==> src/rtl/rfz_pkg.sv <==
// ----------------------------------------------------------------------------
// rfz_pkg
// Shared types and constants of the zero-padded row FIR filter.
// ----------------------------------------------------------------------------
package rfz_pkg;

  // Kernel geometry
  localparam int unsigned MaxTaps  = 7;
  localparam int unsigned WinDepth = MaxTaps - 1;

  // Field widths
  localparam int unsigned PixW   = 8;
  localparam int unsigned CoefW  = 16;
  localparam int unsigned TapsW  = 3;
  localparam int unsigned ProdW  = CoefW + PixW;   // signed coef times unsigned pixel
  localparam int unsigned SumW   = 27;
  localparam int unsigned LagW   = 2;               // lag is at most 3
  localparam int unsigned CfgIdxW = 3;

  // Configuration register indexes
  localparam logic [CfgIdxW-1:0] CfgTaps  = 3'd0;
  localparam logic [CfgIdxW-1:0] CfgCoef0 = 3'd1;

  // Reset values
  localparam logic [TapsW-1:0] TapsReset = 3'd5;
  localparam int unsigned      CoefUnityTap = 2;

  typedef logic [MaxTaps-1:0][CoefW-1:0] coef_vec_t;
  typedef logic [MaxTaps-1:0][ProdW-1:0] prod_vec_t;

  // All weights zero except a unit weight on the center tap
  localparam coef_vec_t CoefReset = coef_vec_t'(1) << (CoefUnityTap * CoefW);

  // Product beat handed from the window stage to the adder stage
  typedef struct packed {
    logic      valid;
    logic      last;
    prod_vec_t prod;
  } prod_beat_t;

endpackage

==> src/rtl/row_fir_zero_padded_top.sv <==
// ----------------------------------------------------------------------------
// row_fir_zero_padded_top
// Centered FIR over image rows with zero padding at both row ends.
// ----------------------------------------------------------------------------
// Usage:
//   Pixels enter on the s_axis channel in raster order, tlast on the last
//   pixel of a row. Filtered columns leave on m_axis in column order, tlast
//   on the final column of the row. Taps and coefficients are written on the
//   cfg port while the stream is idle.
//   With T active taps the output trails the input by L = T-1-T/2 pixels.
//   A result beat passes the product register and then the adder register.
//   One pixel is taken per cycle while m_axis does not stall; after a row's
//   last pixel the input stalls while the owed columns, up to L of them, are
//   flushed with zero padding. The cost per beat is set by the seven tap
//   multipliers feeding one adder register.
//   Reset clears the window, the lag and flush counters and the valid flags of
//   both pipeline registers, and loads T=5 with a unit weight on tap 2.
//   When m_axis stalls, the product register still fills, after which
//   s_axis_tready drops until the output beat is taken.
// ----------------------------------------------------------------------------
module row_fir_zero_padded_top
  import rfz_pkg::*;
(
  input  logic               clk_i,
  input  logic               rst_ni,
  // Configuration
  input  logic               cfg_we_i,
  input  logic [CfgIdxW-1:0] cfg_idx_i,
  input  logic [CoefW-1:0]   cfg_data_i,
  // Pixel input
  input  logic               s_axis_tvalid,
  output logic               s_axis_tready,
  input  logic [7:0]         s_axis_tdata,   // [7:0] pixel
  input  logic               s_axis_tlast,   // row_end
  // Filtered output
  output logic               m_axis_tvalid,
  input  logic               m_axis_tready,
  output logic [31:0]        m_axis_tdata,   // [26:0] filtered, [31:27] zero
  output logic               m_axis_tlast    // last_of_row
);

  logic [TapsW-1:0] taps_q;
  coef_vec_t        coef_q;
  prod_beat_t       beat;
  logic             adv;
  logic [SumW-1:0]  sum;

  // Configuration registers
  always_ff @(posedge clk_i or negedge rst_ni) begin
    if (!rst_ni) begin
      taps_q <= TapsReset;
      coef_q <= CoefReset;
    end else if (cfg_we_i) begin
      if (cfg_idx_i == CfgTaps) begin
        taps_q <= cfg_data_i[TapsW-1:0];
      end else begin
        coef_q[cfg_idx_i - CfgCoef0] <= cfg_data_i;
      end
    end
  end

  rfz_window u_window (
    .clk_i      (clk_i),
    .rst_ni     (rst_ni),
    .taps_i     (taps_q),
    .coef_i     (coef_q),
    .in_valid_i (s_axis_tvalid),
    .in_pixel_i (s_axis_tdata),
    .in_last_i  (s_axis_tlast),
    .in_ready_o (s_axis_tready),
    .adv_i      (adv),
    .beat_o     (beat)
  );

  rfz_sum u_sum (
    .clk_i       (clk_i),
    .rst_ni      (rst_ni),
    .beat_i      (beat),
    .adv_o       (adv),
    .out_valid_o (m_axis_tvalid),
    .out_ready_i (m_axis_tready),
    .out_sum_o   (sum),
    .out_last_o  (m_axis_tlast)
  );

  assign m_axis_tdata = {5'd0, sum};

endmodule

==> src/rtl/rfz_window.sv <==
// ----------------------------------------------------------------------------
// rfz_window
// Pixel window, lag and flush control, tap products and the product register.
// ----------------------------------------------------------------------------
module rfz_window
  import rfz_pkg::*;
(
  input  logic             clk_i,
  input  logic             rst_ni,
  input  logic [TapsW-1:0] taps_i,
  input  coef_vec_t        coef_i,
  input  logic             in_valid_i,
  input  logic [PixW-1:0]  in_pixel_i,
  input  logic             in_last_i,
  output logic             in_ready_o,
  input  logic             adv_i,       // adder stage takes the product beat
  output prod_beat_t       beat_o
);

  logic [WinDepth-1:0][PixW-1:0] win_q, win_d;
  logic [LagW-1:0]               elag_q, elag_d;
  logic [LagW-1:0]               flush_q, flush_d;
  logic                          bvalid_q;
  logic                          blast_q;
  prod_vec_t                     bprod_q;
  prod_beat_t                    beat_d;

  logic [TapsW-1:0]              t_act;
  logic [TapsW-1:0]              lag_full;
  logic [LagW-1:0]               lag;
  logic [LagW-1:0]               e_cl;
  logic [LagW-1:0]               e_new;
  logic                          flushing;
  logic                          slot_free;
  logic                          fire;
  logic                          emit;
  logic                          last;
  logic                          clear_win;
  logic [MaxTaps-1:0][PixW-1:0]  taps_buf;
  prod_vec_t                     prod;

  // Active tap count and output lag
  assign t_act    = (taps_i == '0) ? TapsW'(1) : taps_i;
  assign lag_full = t_act - TapsW'(1) - (t_act >> 1);
  assign lag      = lag_full[LagW-1:0];

  assign flushing   = (flush_q != '0);
  assign slot_free  = !bvalid_q || adv_i;
  assign fire       = slot_free && (flushing || in_valid_i);
  assign in_ready_o = slot_free && !flushing;

  // Owed count clamped to the current lag
  assign e_cl  = (elag_q > lag) ? lag : elag_q;
  assign emit  = flushing || (e_cl == lag);
  assign e_new = emit ? e_cl : e_cl + LagW'(1);

  // Window after the shift, newest first; zeros are fed while flushing
  always_comb begin
    taps_buf[0] = flushing ? '0 : in_pixel_i;
    for (int j = 1; j < MaxTaps; j++) begin
      taps_buf[j] = win_q[j-1];
    end
  end

  // Tap products: coef i meets the pixel T-1-i places back
  always_comb begin
    logic [TapsW-1:0]         k;
    logic signed [ProdW:0]    p;
    for (int i = 0; i < MaxTaps; i++) begin
      k = t_act - TapsW'(1) - TapsW'(i);
      p = $signed(coef_i[i]) * $signed({1'b0, taps_buf[k]});
      prod[i] = (TapsW'(i) < t_act) ? p[ProdW-1:0] : '0;
    end
  end

  // Next control state
  always_comb begin
    elag_d    = elag_q;
    flush_d   = flush_q;
    last      = 1'b0;
    clear_win = 1'b0;
    if (flushing) begin
      flush_d   = flush_q - LagW'(1);
      last      = (flush_q == LagW'(1));
      clear_win = (flush_q == LagW'(1));
    end else begin
      last = in_last_i && (lag == '0);
      if (in_last_i) begin
        elag_d    = '0;
        flush_d   = e_new;
        clear_win = (e_new == '0);
      end else begin
        elag_d = e_new;
      end
    end

    win_d = win_q;
    if (clear_win) begin
      win_d = '0;
    end else begin
      for (int j = 0; j < WinDepth; j++) begin
        win_d[j] = taps_buf[j];
      end
    end

    beat_d = '{valid: 1'b0, last: blast_q, prod: bprod_q};
    if (fire) begin
      beat_d.valid = emit;
      beat_d.last  = last;
      beat_d.prod  = prod;
    end
  end

  // Control registers
  always_ff @(posedge clk_i or negedge rst_ni) begin
    if (!rst_ni) begin
      win_q    <= '0;
      elag_q   <= '0;
      flush_q  <= '0;
      bvalid_q <= 1'b0;
    end else begin
      if (fire) begin
        win_q   <= win_d;
        elag_q  <= elag_d;
        flush_q <= flush_d;
      end
      if (slot_free) begin
        bvalid_q <= beat_d.valid;
      end
    end
  end

  // Product payload
  always_ff @(posedge clk_i) begin
    if (fire) begin
      blast_q <= beat_d.last;
      bprod_q <= beat_d.prod;
    end
  end

  assign beat_o = '{valid: bvalid_q, last: blast_q, prod: bprod_q};

endmodule

==> src/rtl/rfz_sum.sv <==
// ----------------------------------------------------------------------------
// rfz_sum
// Adds the tap products and holds the result beat for the output channel.
// ----------------------------------------------------------------------------
module rfz_sum
  import rfz_pkg::*;
(
  input  logic            clk_i,
  input  logic            rst_ni,
  input  prod_beat_t      beat_i,
  output logic            adv_o,
  output logic            out_valid_o,
  input  logic            out_ready_i,
  output logic [SumW-1:0] out_sum_o,
  output logic            out_last_o
);

  logic            valid_q;
  logic [SumW-1:0] sum_q, sum_d;
  logic            last_q;

  assign adv_o = !valid_q || out_ready_i;

  // Sign-extend and add the products
  always_comb begin
    sum_d = '0;
    for (int i = 0; i < MaxTaps; i++) begin
      sum_d = sum_d + SumW'($signed(beat_i.prod[i]));
    end
  end

  always_ff @(posedge clk_i or negedge rst_ni) begin
    if (!rst_ni) begin
      valid_q <= 1'b0;
    end else if (adv_o) begin
      valid_q <= beat_i.valid;
    end
  end

  always_ff @(posedge clk_i) begin
    if (adv_o && beat_i.valid) begin
      sum_q  <= sum_d;
      last_q <= beat_i.last;
    end
  end

  assign out_valid_o = valid_q;
  assign out_sum_o   = sum_q;
  assign out_last_o  = last_q;

endmodule
==> config.mk <==
export PLATFORM = sky130hd
export DESIGN_NAME = row_fir_zero_padded_top
export DESIGN_NICKNAME = d
export VERILOG_FILES = /design/src/rtl/rfz_pkg.sv /design/src/rtl/row_fir_zero_padded_top.sv /design/src/rtl/rfz_window.sv /design/src/rtl/rfz_sum.sv
export SDC_FILE = /design/constraint.sdc
export NUM_CORES = 2
export LEC_CHECK = 0
export BUFFER_PORTS_ARGS = -buffer_cell sky130_fd_sc_hd__buf_2
export CAP_MARGIN = 25
export CORE_ASPECT_RATIO = 0.75
export CORE_UTILIZATION = 50
export CTS_CLUSTER_DIAMETER = 80
export CTS_CLUSTER_SIZE = 14
export DETAILED_ROUTE_END_ITERATION = 7
export PLACE_DENSITY = 0.78
export SYNTH_ARGS = -nofsm -noshare
export SYNTH_HDL_FRONTEND = slang
export SYNTH_SLANG_ARGS = --single-unit
==> constraint.sdc <==
create_clock -name clk_i -period 9.73 [get_ports clk_i]
set_input_delay 1.4595 -clock clk_i [delete_from_list [all_inputs] [get_ports clk_i]]
set_output_delay 1.4595 -clock clk_i [all_outputs]
set_load 0.005 [all_outputs]
Word-level counts from Yosys, hierarchy flattened
Cells that the tools add are included.
Widths: inputs -> output; s select.
{ "classes": {"addsub": 17, "multipliers": 7, "magnitude_cmp": 17, "n_eq_ne": 2, "n_mux": 36, "bitwise_logic": 2, "n_reduce_logical": 22} }
{ "ops": {"columns": ["cell", "count"], "rows": [
  ["$mux 170", 1],
  ["$bmux 8 s3", 7],
  ["$mul 16x9->24", 7],
  ["$mux 24", 7],
  ["$add 27x27->27", 5],
  ["$bwmux 112", 1],
  ["$mux 8", 8],
  ["$demux 16 s3", 1],
  ["$mux 48", 1],
  ["$lt 3x4->1 const B", 8],
  ["$add 24x24->25", 1],
  ["$mux 16", 1],
  ["$mux 2", 5],
  ["$lt 3x3->1 const A", 3],
  ["$sub 3x1->3 const B", 3],
  ["$sub 3x3->3 const B", 3],
  ["$reduce_and 2->1", 4],
  ["$logic_not 3->1", 2],
  ["$lt 1x3->1 const A", 2],
  ["$lt 2x3->1 const A", 2],
  ["$sub 3x2->3 const B", 2],
  ["$logic_and 1x1->1", 5],
  ["$logic_not 2->1", 2],
  ["$logic_or 1x1->1", 4],
  ["other kinds (12)", 18]
]} }
{ "word_totals": {"regBits": 366, "inputBits": 33, "out_inout_bits": 35, "wordCells": 131} }

Logic depth before layout (Yosys ltp)
{ "logic_depth": {"word_depth": 13, "mapped_depth": 31, "depth_no_buf": 27} }

Cells and area by module
Synthesis repeated with hierarchy kept, for this count alone.
{ "unflattened": {"cells_unflattened": 5521, "area_unflattened_um2": 52152.5} }
{ "modules_own_cells": {"columns": ["mod", "instances", "cells_each", "area_each_um2", "seq_area_each_um2"], "rows": [
  ["rfz_window", 1, 4638, 41905.2, 6401.1],
  ["rfz_sum", 1, 618, 5769.3, 865.8],
  ["row_fir_zero_padded_top", 1, 265, 4478.0, 2881.5]
]} }

Worst setup path after synthesis
Ideal clock, no wire load.
{ "synth_timing": {"kind": "input to register", "startpoint": "in m_axis_tready", "endpoint": "reg u_window.bprod_q (netlist bit u_window.beat_o[0]), enable pin", "setup_time_ns": 0.600, "arrival_ns": 6.835, "required_time_ns": 9.130, "setup_slack_ns": 2.295, "stages": 5, "n_path_buf": 1, "path_cell_list": "nand2b_1 nor2_1 or2_2 clkinv_1 clkbuf_1"} }
{ "synth_via": {"elab_chain_cells": 3} }
{ "synth_lines": {"columns": ["element", "line", "rtl"], "rows": [
  ["start: declaration", "row_fir_zero_padded_top.sv:37", "input logic m_axis_tready,"],
  ["$logic_or 1x1->1", "rfz_sum.sv:22", "assign adv_o = !valid_q || out_ready_i;"],
  ["$logic_or 1x1->1", "rfz_window.sv:48", "assign slot_free = !bvalid_q || adv_i;"],
  ["$logic_and 1x1->1", "rfz_window.sv:49", "assign fire = slot_free && (flushing || in_valid_i);"],
  ["net u_window.fire", "rfz_window.sv:35", "logic fire;"],
  ["end signal: assignment", "rfz_window.sv:137", "bprod_q <= beat_d.prod;"],
  ["end: declaration", "rfz_window.sv:25", "prod_vec_t bprod_q;"]
]} }
The timed path passes the listed nets, and every way through them passes these cells.
A chain may end at the register's enable or synchronous reset.

Final worst setup path
{ "layout_timing": {"startpoint": "reg taps_q[1]", "endpoint": "reg u_window.bprod_q (netlist bit u_window.beat_o[63]) (data pin)"} }
{ "layout_via": {"elab_chain_cells": 7, "word_cells_on_any_way": 8, "cone_classes": "add/sub (2); mul (1); order compare (1); mux (3); reduce/logical (1)"} }
{ "layout_lines": {"columns": ["element", "line", "rtl"], "rows": [
  ["start: declaration", "row_fir_zero_padded_top.sv:42", "logic [TapsW-1:0] taps_q;"],
  ["start signal: assignment", "row_fir_zero_padded_top.sv:51", "taps_q <= TapsReset;"],
  ["start signal: assignment", "row_fir_zero_padded_top.sv:55", "taps_q <= cfg_data_i[TapsW-1:0];"],
  ["$logic_not 3->1", "rfz_window.sv:43", "assign t_act = (taps_i == '0) ? TapsW'(1) : taps_i;"],
  ["$mux 3 *", "rfz_window.sv:43", null],
  ["$sub 3x1->3", null, null],
  ["$sub 3x2->3", "rfz_window.sv:70", "k = t_act - TapsW'(1) - TapsW'(i);"],
  ["$bmux 8 s3", "rfz_window.sv:71", "p = $signed(coef_i[i]) * $signed({1'b0, taps_buf[k]});"],
  ["$mux 8 (not written as such)", "rfz_window.sv:71", null],
  ["$mul 16x9->24", "rfz_window.sv:71", null]
]} }
Mark *: on every way between the ends. The rest lies on a longest branch, timed or not. The select of a mux whose other input is x is not followed.

==> implementation parameters <==
Parameter                              Value

Yosys
  Ys flop type ... sky130_fd_sc_hd__edfxtp_1
  Sequential fraction of the synthesis area ... 19.6%
  Main combinational cell family by area after synthesis ... adder cells
  Number of instances in the synthesized netlist ... 5536
  Distinct cell type count after synthesis ... 82
  Mapped Area ... 51700 µm²
  Count of synthesis-stage warnings from yosys ... 0
  Share of synthesized cell area in and, or, nand and nor gates ... 15.6%
  XOR/XNOR Fraction of Synth Area ... 2.98%
  Number of flops mapped to enable cells by yosys ... 197
  Portion of netlist area occupied by mux cells ... 3.86%
  Share of synthesized flip-flops with an asynchronous set or reset ... 46.2%
  FF+latch count, synth ... 366
  Post-synthesis area per instance ... 9.34 µm²
  Post-synthesis adder-cell area fraction ... 40.3%
  Compound-Gate Fraction of Synth Area ... 7.40%

Placement
  Input/output buffers ... 62
  GP Congestion ... 0.967
  HPWL after detailed placement ... 110000 µm
  Number of placed instances with taps included ... 6796

Die
  Die Outline Area ... 105000 µm²
  Initial Util ... 50.8%
  Chip width ... 373 µm
  Number of primary I/O pins ... 68
  Core area ... 102000 µm²
  Vert. Die Dim ... 281 µm
  Row count ... 101

Final layout
  Area Growth Syn to Fin ... 5.29%
  Post-layout net count ... 6718
  Final Core Density ... 53.5%
  Storage cell area ... 10100 µm²
  Total area of multi-input combinational cells ... 36300 µm²
  Ratio of cells with drive above 1 in the final layout ... 6.51%
  Leading cell type in the layout, fill and taps excluded ... sky130_fd_sc_hd__inv_1
  Filler-free cell count of the finished design ... 6859
  Leading cell types in the layout, fill and taps excluded ... sky130_fd_sc_hd__inv_1 (1185), sky130_fd_sc_hd__fa_1 (800), sky130_fd_sc_hd__nand2_1 (694)
  Number of fill cells in the layout ... 8934

GRT
  Maximum number of pins on one net before global-route repair ... 93
  Sum of overflow across all layers after global routing ... 0
  Number of global-route vias before repair ... 37.7k
  Overall track demand over capacity in global routing ... 26.4%
  Antenna violations before repair ... 15
  Global-route wire length before repair ... 215000 µm

Drt
  Iteration-0 DRC Markers ... 3603
  First-pass iteration count of the detailed router ... 5
  Vias after detailed routing ... 37.6k
  Routed wire length ... 135000 µm
  Ratio of routed vias to standard cells ... 5.48
  Routed wire length per instance ... 19.7 µm
  DRT antenna net count ... 0
  Number of design rule violations left after detail routing ... 0

Critical path
  Nature of the critical path startpoint ... flop
  Biggest cell delay along the critical path ... 960 ps
  Worst path required time ... 9970 ps
  WS Path Type ... flop to flop
  Critical path data arrival time ... 8850 ps
  Sequence of cells on the critical path ... inv_1 > buf_4 > ha_1 > mux2i_1 > o21ai_0 > a21oi_2 > nand2_1 > fa_1 > inv_1 > fa_1 > fa_1 > inv_1 > fa_1 > inv_1 > ha_1 > or2_2 > o31a_1 > a31oi_1 > o21bai_1 > a21o_1 > a21o_1 > mux2i_1
  Cell type of the slowest stage on the worst timing path ... sky130_fd_sc_hd__ha_1
  Critical-path maximum fanout ... 24
  Sort of element at the end of the critical path ... flop

STA
  Layout Skew ... 48.8 ps
  Setup TNS ... 0 ps
  Final setup viols ... 0
  Clock period minus final worst setup slack ... 8610 ps
  Final Slew Violations ... 0
  RSZ-0062 raised after global routing ... no
  Transition at the pin with the smallest max-transition slack ... 1040 ps
  Max Freq ... 116 MHz
  Headroom to the max-slew limit ... 28.9%
  Final cycle utilization of the critical path ... 88.5%
  Endpoints failing hold ... 0

Outcome
  Status ... completed

Clocking
  Clock input transition at the sequential cells of the worst setup and hold paths ... 70 ps
  # clock sinks ... 366
  H-tree level count ... 2
  Source-to-sink clock delay at the later pin of the worst-skew pair ... 600 ps
  CTS tree ... built
  Total of cells resized after clock tree synthesis ... 0
  Post-cts hold buffer count ... 0
  Root Driver ... sky130_fd_sc_hd__clkbuf_16
  Number of buffers created by CTS ... 35
  Post-CTS setup-driven buffer insertion count ... 0
  Bufs on Longest Clock Path ... 3

Worst hold path
  Hold WC Path Type ... flop to flop

Flow run
  Max capacitance violation total ... 0
-- synthesized netlist by cell type, types with 44 or more instances --
cell	number	area [µm²]
sky130_fd_sc_hd__xnor2_1	120	1050
sky130_fd_sc_hd__ha_1	387	4840
sky130_fd_sc_hd__buf_1	44	165
sky130_fd_sc_hd__nor2b_1	122	763
sky130_fd_sc_hd__o21ai_0	73	365
sky130_fd_sc_hd__fa_1	800	16000
sky130_fd_sc_hd__xor2_1	54	473
sky130_fd_sc_hd__clkbuf_1	93	349
sky130_fd_sc_hd__edfxtp_1	197	5920
sky130_fd_sc_hd__and2_1	398	2490
sky130_fd_sc_hd__nand2_1	694	2610
sky130_fd_sc_hd__nor2_1	224	841
sky130_fd_sc_hd__a21o_1	69	518
sky130_fd_sc_hd__mux2_2	126	1420
sky130_fd_sc_hd__a21oi_1	219	1100
sky130_fd_sc_hd__inv_1	1185	4450
sky130_fd_sc_hd__dfrtp_1	166	4150
-- worst paths after layout --
path | start | to | slack, ps | cells after the start
hold reg to reg | u_window.blast_q | u_sum.out_last_o | 440 | 0
hold / removal | u_window.blast_q | u_sum.out_last_o | 440 | 0
setup / recovery | taps_q[1] | u_window.beat_o[63] | 1120 | 22
max in group asynchronous | rst_ni | coef_q[61] | 6780 | 3
min in group asynchronous | rst_ni | u_window.taps_buf[12] | 860 | 1
setup reg to reg | taps_q[1] | u_window.beat_o[63] | 1120 | 22
-- metrics by stage --
step | cell area [µm²] | worst slack [ps] | hold WS [ps]
2_1_floorplan | 51700 | 2300 | 400
3_3_place_gp | 53300 | 1570 | 423
3_5_place_dp | 53300 | 1540 | 419
4_1_cts | 54400 | 1500 | 448
5_1_grt | 54400 | 806 | 456
6_report | 54500 | 1120 | 443
-- state kept, by name, indices dropped and copies added (netlist names) --
register / count
u_window.elag_q: 2
coef_q: 112
u_sum.out_last_o: 1
taps_q: 3
u_window.taps_buf: 48
u_sum.out_sum_o: 27
u_window.blast_q: 1
u_window.flush_q: 2
u_window.bvalid_q: 1
u_window.beat_o: 168
u_sum.out_valid_o: 1
-- kinds of logic after synthesis --
family | count (synthesis)
AO/OA/AOI/OAI | 592
buffers and inverters | 1382
other | 1
XOR/XNOR | 175
AND/OR/NAND/NOR | 1658
multiplexers | 175
adder cells (fa/ha/maj) | 1187
flip-flops | 366
-- area by class of cell --
cell class	count	area share, %
inverters	1188	8.20
well taps	1339	3.08
multi-input cells	3792	66.7
flip-flops and latches	366	18.6
repair buffers	115	1.41
diodes	4	0.0184
clock buffers	46	1.78
clock inverters	9	0.165
-- layer usage --
metal  track usage (%)  part of all wire, %
met5                 0                0.029
met4              5.75                  2.1
met3              6.78                   12
met2              37.9                   41
met1              39.8                   45
-- worst max-delay path, delay by kind of cell (launching register included) --
family | cells | cell delay (ps)
buf+inv | 5 | 540
fa+ha+maj | 6 | 3400
flops | 1 | 810
compound gates | 7 | 1830
mux | 2 | 1130
simple gates | 2 | 520
Power is not shown: default switching activity piles up to over one toggle a cycle in this logic, so the estimate is an artifact.
